`config.mk`:
```
export PLATFORM = sky130hd
export DESIGN_NAME = ntfs_runlist_vcn_to_lcn_unit
export DESIGN_NICKNAME = d
export VERILOG_FILES = /design/src/rtl/ntfs_rl_pkg.sv /design/src/rtl/ntfs_rl_cfg.sv /design/src/rtl/ntfs_rl_parser.sv /design/src/rtl/ntfs_runlist_vcn_to_lcn_unit.sv
export SDC_FILE = /design/constraint.sdc
export NUM_CORES = 2
export LEC_CHECK = 0
export BUFFER_PORTS_ARGS = -buffer_cell sky130_fd_sc_hd__buf_4
export CORE_MARGIN = 2
export CORE_UTILIZATION = 50
export DETAILED_ROUTE_END_ITERATION = 16
export MAX_ROUTING_LAYER = met4
export PLACE_DENSITY = 0.71
export SLEW_MARGIN = 20
export SYNTH_ARGS = -nofsm -noshare
export SYNTH_HDL_FRONTEND = slang
export SYNTH_SLANG_ARGS = --single-unit
```
`constraint.sdc`:
```
create_clock -name clk -period 8 [get_ports clk]
set_input_delay 0.8 -clock clk [delete_from_list [all_inputs] [get_ports clk]]
set_output_delay 0.8 -clock clk [all_outputs]
set_load 0.02 [all_outputs]
```
`src/rtl/ntfs_rl_pkg.sv`:
```
`timescale 1ns / 1ps

package ntfs_rl_pkg;

  localparam int unsigned ADDR_W = 4;
  localparam int unsigned DATA_W = 64;
  localparam int unsigned VCN_W  = 63;
  localparam int unsigned LCN_W  = 64;

  // Register index, taken from paddr[3] (registers sit 8 bytes apart)
  localparam logic REG_TARGET_VCN = 1'b0;

  localparam logic [LCN_W-1:0] LCN_ONES = {LCN_W{1'b1}};

  localparam logic [3:0] SIZE_MAX = 4'd8;

  // Result status codes
  localparam logic [1:0] STATUS_FOUND      = 2'd0;
  localparam logic [1:0] STATUS_NOT_MAPPED = 2'd1;
  localparam logic [1:0] STATUS_TRUNCATED  = 2'd2;
  localparam logic [1:0] STATUS_MALFORMED  = 2'd3;

  typedef enum logic [1:0] {
    PH_HEADER = 2'd0,
    PH_LENGTH = 2'd1,
    PH_OFFSET = 2'd2,
    PH_DONE   = 2'd3
  } rl_phase_t;

  typedef struct packed {
    logic [7:0] run_byte;
    logic       last_byte;
  } rl_item_t;

  typedef struct packed {
    logic [LCN_W-1:0] mapped_lcn;
    logic [LCN_W-1:0] total_clusters;
    logic [1:0]       status;
  } rl_result_t;

  // Parser to top: whether the held byte produces a result, and that result
  typedef struct packed {
    logic       emit;
    rl_result_t result;
  } rl_emit_t;

endpackage

```
`src/rtl/ntfs_rl_cfg.sv`:
```
`timescale 1ns / 1ps

module ntfs_rl_cfg (
  input  logic                            clk,
  input  logic                            rst,
  input  logic                            psel,
  input  logic                            penable,
  input  logic                            pwrite,
  input  logic [ntfs_rl_pkg::ADDR_W-1:0] paddr,
  input  logic [ntfs_rl_pkg::DATA_W-1:0] pwdata,
  output logic [ntfs_rl_pkg::DATA_W-1:0] prdata,
  output logic                            pready,
  output logic [ntfs_rl_pkg::VCN_W-1:0]  target_vcn
);
  import ntfs_rl_pkg::*;

  logic reg_idx;
  logic wr_en;

  assign pready  = 1'b1;
  assign reg_idx = paddr[3];
  assign wr_en   = psel && penable && pwrite && pready;

  always_ff @(posedge clk) begin
    if (rst) begin
      target_vcn <= '0;
    end else if (wr_en && (reg_idx == REG_TARGET_VCN)) begin
      target_vcn <= pwdata[VCN_W-1:0];
    end
  end

  always_comb begin
    prdata = '0;
    if (reg_idx == REG_TARGET_VCN) begin
      prdata = {{(DATA_W-VCN_W){1'b0}}, target_vcn};
    end
  end

endmodule

```
`src/rtl/ntfs_rl_parser.sv`:
```
`timescale 1ns / 1ps

module ntfs_rl_parser (
  input  logic                           clk,
  input  logic                           rst,
  input  logic                           step,
  input  ntfs_rl_pkg::rl_item_t          item,
  input  logic [ntfs_rl_pkg::VCN_W-1:0] target_vcn,
  output ntfs_rl_pkg::rl_emit_t          emit_out
);
  import ntfs_rl_pkg::*;

  rl_phase_t        phase, phase_next;
  logic [3:0]       len_left, len_left_next;
  logic [3:0]       off_left, off_left_next;
  logic [3:0]       off_count, off_count_next;
  logic [2:0]       byte_pos, byte_pos_next;
  logic [LCN_W-1:0] run_len, run_len_next;
  logic [LCN_W-1:0] run_off, run_off_next;
  logic [LCN_W-1:0] cur_lcn, cur_lcn_next;
  logic [LCN_W-1:0] clus_pos, clus_pos_next;
  logic             found, found_next;
  logic [LCN_W-1:0] found_lcn, found_lcn_next;

  logic [7:0]       b;
  logic [3:0]       hdr_ls;
  logic [3:0]       hdr_os;
  logic [LCN_W-1:0] byte_shifted;
  logic [LCN_W-1:0] len_merge;
  logic [LCN_W-1:0] off_merge;
  logic [LCN_W-1:0] fin_len;
  logic [LCN_W-1:0] fin_off;
  logic [LCN_W-1:0] tgt;
  logic [LCN_W-1:0] vcn_diff;
  logic             hit;
  logic             finish;
  logic [1:0]       code;

  // Sign-extend an offset field of n bytes; eight bytes and zero bytes pass as is
  function automatic logic [LCN_W-1:0] sext_off(input logic [LCN_W-1:0] v,
                                                input logic [3:0] n);
    logic [LCN_W-1:0] r;
    r = v;
    case (n)
      4'd1: r = {{56{v[7]}},  v[7:0]};
      4'd2: r = {{48{v[15]}}, v[15:0]};
      4'd3: r = {{40{v[23]}}, v[23:0]};
      4'd4: r = {{32{v[31]}}, v[31:0]};
      4'd5: r = {{24{v[39]}}, v[39:0]};
      4'd6: r = {{16{v[47]}}, v[47:0]};
      4'd7: r = {{8{v[55]}},  v[55:0]};
      default: r = v;
    endcase
    return r;
  endfunction

  always_ff @(posedge clk) begin
    if (rst) begin
      phase     <= PH_HEADER;
      len_left  <= '0;
      off_left  <= '0;
      off_count <= '0;
      byte_pos  <= '0;
      run_len   <= '0;
      run_off   <= '0;
      cur_lcn   <= '0;
      clus_pos  <= '0;
      found     <= 1'b0;
      found_lcn <= '0;
    end else if (step) begin
      phase     <= phase_next;
      len_left  <= len_left_next;
      off_left  <= off_left_next;
      off_count <= off_count_next;
      byte_pos  <= byte_pos_next;
      run_len   <= run_len_next;
      run_off   <= run_off_next;
      cur_lcn   <= cur_lcn_next;
      clus_pos  <= clus_pos_next;
      found     <= found_next;
      found_lcn <= found_lcn_next;
    end
  end

  assign b            = item.run_byte;
  assign hdr_ls       = b[3:0];
  assign hdr_os       = b[7:4];
  assign byte_shifted = {{(LCN_W-8){1'b0}}, b} << {byte_pos, 3'b000};
  assign len_merge    = run_len | byte_shifted;
  assign off_merge    = run_off | byte_shifted;
  assign fin_len      = (phase == PH_LENGTH) ? len_merge : run_len;
  assign fin_off      = sext_off((phase == PH_LENGTH) ? run_off : off_merge, off_count);
  assign tgt          = {{(LCN_W-VCN_W){1'b0}}, target_vcn};
  assign vcn_diff     = tgt - clus_pos;
  assign hit          = !found && (tgt >= clus_pos) && (vcn_diff < fin_len);

  always_comb begin
    phase_next     = phase;
    len_left_next  = len_left;
    off_left_next  = off_left;
    off_count_next = off_count;
    byte_pos_next  = byte_pos;
    run_len_next   = run_len;
    run_off_next   = run_off;
    cur_lcn_next   = cur_lcn;
    clus_pos_next  = clus_pos;
    found_next     = found;
    found_lcn_next = found_lcn;
    finish         = 1'b0;
    code           = STATUS_TRUNCATED;
    emit_out.emit  = 1'b0;

    unique case (phase)
      PH_HEADER: begin
        if (b == 8'd0) begin
          emit_out.emit = 1'b1;
          code          = STATUS_NOT_MAPPED;
          phase_next    = PH_DONE;
        end else if ((hdr_ls > SIZE_MAX) || (hdr_os > SIZE_MAX)) begin
          emit_out.emit = 1'b1;
          code          = STATUS_MALFORMED;
          phase_next    = PH_DONE;
        end else begin
          len_left_next  = hdr_ls;
          off_left_next  = hdr_os;
          off_count_next = hdr_os;
          byte_pos_next  = '0;
          run_len_next   = '0;
          run_off_next   = '0;
          phase_next     = (hdr_ls != 4'd0) ? PH_LENGTH : PH_OFFSET;
          emit_out.emit  = item.last_byte;
          code           = STATUS_TRUNCATED;
        end
      end
      PH_LENGTH: begin
        run_len_next  = len_merge;
        byte_pos_next = byte_pos + 3'd1;
        len_left_next = (len_left != 4'd0) ? len_left - 4'd1 : len_left;
        if (len_left_next == 4'd0) begin
          byte_pos_next = '0;
          if (off_left != 4'd0) begin
            phase_next = PH_OFFSET;
          end else begin
            finish = 1'b1;
          end
        end
        emit_out.emit = item.last_byte;
      end
      PH_OFFSET: begin
        run_off_next  = off_merge;
        byte_pos_next = byte_pos + 3'd1;
        off_left_next = (off_left != 4'd0) ? off_left - 4'd1 : off_left;
        if (off_left_next == 4'd0) begin
          byte_pos_next = '0;
          finish        = 1'b1;
        end
        emit_out.emit = item.last_byte;
      end
      PH_DONE: begin
        emit_out.emit = 1'b0;
      end
      default: begin
        emit_out.emit = 1'b0;
      end
    endcase

    // Close the run: move the LCN, test the target, advance the VCN position
    if (finish) begin
      phase_next    = PH_HEADER;
      cur_lcn_next  = cur_lcn + fin_off;
      clus_pos_next = clus_pos + fin_len;
      code          = STATUS_NOT_MAPPED;
      if (hit) begin
        found_next     = 1'b1;
        found_lcn_next = cur_lcn + fin_off + vcn_diff;
      end
    end

    emit_out.result.total_clusters = clus_pos_next;
    emit_out.result.mapped_lcn     = found_next ? found_lcn_next : LCN_ONES;
    emit_out.result.status         = found_next ? STATUS_FOUND : code;

    // End of buffer: drop all list state
    if (item.last_byte) begin
      phase_next     = PH_HEADER;
      len_left_next  = '0;
      off_left_next  = '0;
      off_count_next = '0;
      byte_pos_next  = '0;
      run_len_next   = '0;
      run_off_next   = '0;
      cur_lcn_next   = '0;
      clus_pos_next  = '0;
      found_next     = 1'b0;
      found_lcn_next = '0;
    end
  end

endmodule

```
`src/rtl/ntfs_runlist_vcn_to_lcn_unit.sv`:
```
`timescale 1ns / 1ps

// Runlist decoder with a VCN-to-LCN lookup. Feed the bytes of an NTFS-style
// runlist one transaction at a time on the item channel; mark the final byte
// of the buffer with last_byte. Each run is a header byte (low nibble: length
// field size, high nibble: offset field size) followed by little-endian length
// and two's-complement offset fields. The unit tracks the running LCN and VCN
// position and records the LCN of target_vcn in the first run that covers it.
// One result transaction comes out per runlist, at a zero header, at a header
// with a size nibble over 8, or at the last byte: status 0 found (mapped_lcn
// valid), 1 not mapped, 2 truncated run, 3 malformed size; a match always
// reports found. total_clusters sums the complete runs. Bytes after a zero or
// malformed header are swallowed up to last_byte. Throughput is one byte per
// clock unless a result stall holds the input; an accepted byte goes into the
// input register, then the parse step loads the result register. The parse
// step is the only logic between the two registers: byte merge, offset sign
// extension and the 64-bit LCN add and target compare. target_vcn lives at
// APB address 0 (64-bit data, bits 62:0 used); write it only while the unit
// is drained.
module ntfs_runlist_vcn_to_lcn_unit (
  input  logic                            clk,
  input  logic                            rst,
  // APB configuration
  input  logic                            psel,
  input  logic                            penable,
  input  logic                            pwrite,
  input  logic [ntfs_rl_pkg::ADDR_W-1:0] paddr,
  input  logic [ntfs_rl_pkg::DATA_W-1:0] pwdata,
  output logic [ntfs_rl_pkg::DATA_W-1:0] prdata,
  output logic                            pready,
  // Runlist byte stream
  input  logic                            item_valid,
  output logic                            item_stall,
  input  ntfs_rl_pkg::rl_item_t           item,
  // Lookup results
  output logic                            result_valid,
  input  logic                            result_stall,
  output ntfs_rl_pkg::rl_result_t         result
);
  import ntfs_rl_pkg::*;

  logic [VCN_W-1:0] target_vcn;
  rl_item_t         item_q;
  logic             item_q_valid;
  rl_emit_t         step_out;
  logic             advance;
  logic             accept;

  ntfs_rl_cfg u_cfg (
    .clk        (clk),
    .rst        (rst),
    .psel       (psel),
    .penable    (penable),
    .pwrite     (pwrite),
    .paddr      (paddr),
    .pwdata     (pwdata),
    .prdata     (prdata),
    .pready     (pready),
    .target_vcn (target_vcn)
  );

  ntfs_rl_parser u_parser (
    .clk        (clk),
    .rst        (rst),
    .step       (advance),
    .item       (item_q),
    .target_vcn (target_vcn),
    .emit_out   (step_out)
  );

  // Advance the held byte unless it produces a result while the result
  // register is full and stalled; bytes without a result always move on.
  assign advance    = item_q_valid && !(step_out.emit && result_valid && result_stall);
  assign item_stall = item_q_valid && !advance;
  assign accept     = item_valid && !item_stall;

  // Input register: load on every accepted transaction
  always_ff @(posedge clk) begin
    if (rst) begin
      item_q_valid <= 1'b0;
    end else if (accept) begin
      item_q_valid <= 1'b1;
    end else if (advance) begin
      item_q_valid <= 1'b0;
    end
  end

  always_ff @(posedge clk) begin
    if (accept) begin
      item_q <= item;
    end
  end

  // Result register: hold while stalled, replace when a new result arrives
  always_ff @(posedge clk) begin
    if (rst) begin
      result_valid <= 1'b0;
    end else if (advance && step_out.emit) begin
      result_valid <= 1'b1;
    end else if (!result_stall) begin
      result_valid <= 1'b0;
    end
  end

  always_ff @(posedge clk) begin
    if (advance && step_out.emit) begin
      result <= step_out.result;
    end
  end

endmodule

```
==> results.md <==
* Clock Power Share at 40.0%
* #FFs+latches synth at 542
* Die area at 76700 µm²
* Period utilization at 93.0%
* Largest family of logic cells by synthesized area: compound AO/OA/AOI/OAI gates
* Port bufs at 274
* Layout area overhead at 14.2%
* Rel. slew slack at 29.8%
* Post-Syn Instances at 4573
* Nets at 5170
* Worst slew pin tran at 1050 ps
* Synth area leaders: dfxtp_1, edfxtp_1, ha_1, a21oi_1, a21o_1
* Dominant cell by count in the synthesized netlist: a21oi_1
* Fillers at 6847
* Via/cell ratio at 6.01
* Largest net degree at the start of global routing at 90
* Post-DP HPWL at 89200 µm
* Die span in y at 277 µm
* Synth Area in Simple Gates at 16.7%
* Switching power at 0.00226 W
* DRT Pass-1 Iters at 6
* YS warnings at 0
* GR Util All Layers at 30.6%
* Post-synth top cells: a21oi_1, nor2_1, dfxtp_1, nand2_1, ha_1
* Maximum buffer depth of the clock tree at 3
* Top_reg_cell synth: dfxtp_1
* CP endpoint kind: flip-flop
* Seq pwr share at 38.0%
* CP required at 8570 ps
* Clock buffer count from CTS at 58
* First-pass GRT wire length at 182000 µm
* Clock root cell: clkbuf_16
* Final-report hold violation count at 0
* Xor/xnor cell area share of the yosys netlist at 5.45%
* Die W at 277 µm
* Total wire length at 118000 µm
* Layout cells sized above 1 at 11.7%
* Max-cap violations at 0
* Antenna diode count at 0
* Clock Latency Late Sink at 640 ps
* Register area share after synthesis at 32.8%
* Pwr/cell area at 177 nW/µm²
* Post-synth ARST share at 0%
* Final Power at 0.00752 W
* Max stage delay on crit path at 510 ps
* CP arrival at 8010 ps
* Max VDD drop at 0.180 mV
* CTS tree: done
* Synth unique cells at 106
* Final antenna-violating net count at 0
* Fmax at 134 MHz
* Clk pin slew, worst setup/hold paths at 60 ps
* P_int at 0.00526 W
* Finished Layout Cells at 5770
* Post-synthesis compound-gate area fraction at 28.1%
* Max stage delay cell, worst path: or4_4
* Post-synthesis adder-cell area fraction at 11.3%
* Sw Share at 30.1%
* CP Max Fanout at 14
* Routability congestion estimate at 0.961
* Setup CP Type: flip-flop to flip-flop
* Leak at 18.6 nW
* Num ports at 281
* Final-report max-slew violation count at 0
* H-tree lvl count at 2
* Setup slack after layout at 559 ps
* Core area at 74100 µm²
* Yosys top cell by area: dfxtp_1
* Synthesized Nets at 4991
* DRC viols at 0
* EDFF count, synth at 139
* Final number of setup-violating endpoints at 0
* Pre-CTS WS at 437 ps
* Logic pwr share at 21.9%
* Synthesized cell area at 37300 µm²
* Overflow left after global routing at 0
* Crit path time final at 7440 ps
* Via count at 34696
* # rows at 100
* Antenna violations before repair at 0
* Placed insts at 5660
* Synth top area share at 21.6%
* Result of the run: complete, no violations
* Startpoint types: flip-flop
* Hold Buf Count CTS at 0
* Worst hold path class: primary input to flip-flop
* First DRT Iteration DRCs at 3003
* Synth Area per Inst at 8.15 µm²
* Max Clock Skew at 28.1 ps
* Post-synthesis mux area share at 0.591%
* Number of global-route vias before repair at 32340
* Per-cell routed wire length at 20.4 µm
* Initial Util at 50.3%
* Clock sink count at 542
## flip-flops by register name, summed over array words and instances, names as in the netlist
name and cells:
u_parser.found_lcn 64, u_parser.off_left 4, u_parser.off_count 4, u_parser.cur_lcn 64, item_q 9, u_parser.found 1, u_parser.run_len 64, u_cfg.target_vcn 63
u_parser.phase 2, u_parser.clus_pos 64, result_valid 1, u_parser.byte_pos 3, u_parser.len_left 4, u_parser.run_off 64, result 130, item_q_valid 1
## power groups by stage
stage / sequential, W / clock, W / combinational, W
floorplan: 0.00293 / 0 / 0.00106
global placement: 0.00292 / 0 / 0.00158
detailed placement: 0.00292 / 0 / 0.00160
CTS: 0.00286 / 0.00306 / 0.00161
global route: 0.00286 / 0.00315 / 0.00180
finish: 0.00286 / 0.00301 / 0.00165
## per-stage QoR
stage / utilization (%) / cell area, µm² / TNS (ps) / hold WS [ps]
6_report: 57.5 / 42600 / 0 / 349
4_1_cts: 57.4 / 42500 / 0 / 316
5_1_grt: 57.5 / 42600 / -1.67 / 325
3_5_place_dp: 54.6 / 40400 / 0 / 452
2_1_floorplan: - / 37300 / 0 / 432
3_3_place_gp: 54.6 / 40400 / 0 / 442
## what timing repair did
| item | in CTS | in global routing |
|---|---|---|
| resized for setup | 0 | 4 |
| endpoints found under the setup margin | 0 | 6 |
| buffers inserted | 0 | 0 |
## path summary, 6_finish.rpt
kind / cells past startpoint / slack (ps) / endpoint / from
worst max-delay path: 33 / 560 / u_parser.found_lcn[63]$_SDFFE_PP0P_ / u_parser.phase[1]$_SDFFE_PP0P_
worst min-delay path: 1 / 350 / item_q[8]$_DFFE_PP_ / item[8]
worst max register to register: 33 / 560 / u_parser.found_lcn[63]$_SDFFE_PP0P_ / u_parser.phase[1]$_SDFFE_PP0P_
worst min register to register: 2 / 460 / u_parser.found_lcn[37]$_SDFFE_PP0P_ / u_parser.found_lcn[37]$_SDFFE_PP0P_
## kinds of logic (layout without fill, tap and decap cells)
group                      after synthesis  after routing
AOI/OAI and AO/OA                     1626           1626
xor gates and xnor gates               232            232
adders and majority gates              334            334
buffers and inverters                  476            704
DFF                                    542            542
muxes                                   20             20
other                                    2              2
and+or+nand+nor                       1341           1341
## per-layer routing
layer	up-vias	wire (µm)	global-route usage, %
li1	16897	-	-
met1	16345	54900	42.8
met2	1244	51400	46.6
met3	210	7670	3.06
met4	0	3800	9.39
met5	-	0	-
## layout by cell type, fill, tap and decap left out, types with 135 or more instances in the layout
master and count:
inv_1 206, buf_4 381, a21oi_1 556, nor2_1 449, a21o_1 251, dfxtp_1 403
a22oi_1 135, nand2_1 402, ha_1 329, edfxtp_1 139, o21ai_0 242
## final cells by class
| type | instances | area, µm² | share of cell area [%] |
|---|---|---|---|
| inverters | 208 | 781 | 1.83 |
| clock buffers | 71 | 1550 | 3.64 |
| well taps | 969 | 1210 | 2.85 |
| repair buffers | 387 | 2980 | 7.00 |
| multi-input cells | 3555 | 23300 | 54.6 |
| clock inverters | 38 | 541 | 1.27 |
| flip-flops and latches | 542 | 12200 | 28.8 |
## worst max-delay path, delay by kind of cell (launching register included)
kind	cells	cell delay [ps]
fa+ha+maj	3	1050
xor+xnor	1	140
simple gates	12	2440
buf+inv	4	540
flops	1	330
compound gates	13	2860
No activity file was read; power rests on OpenSTA's default activity.
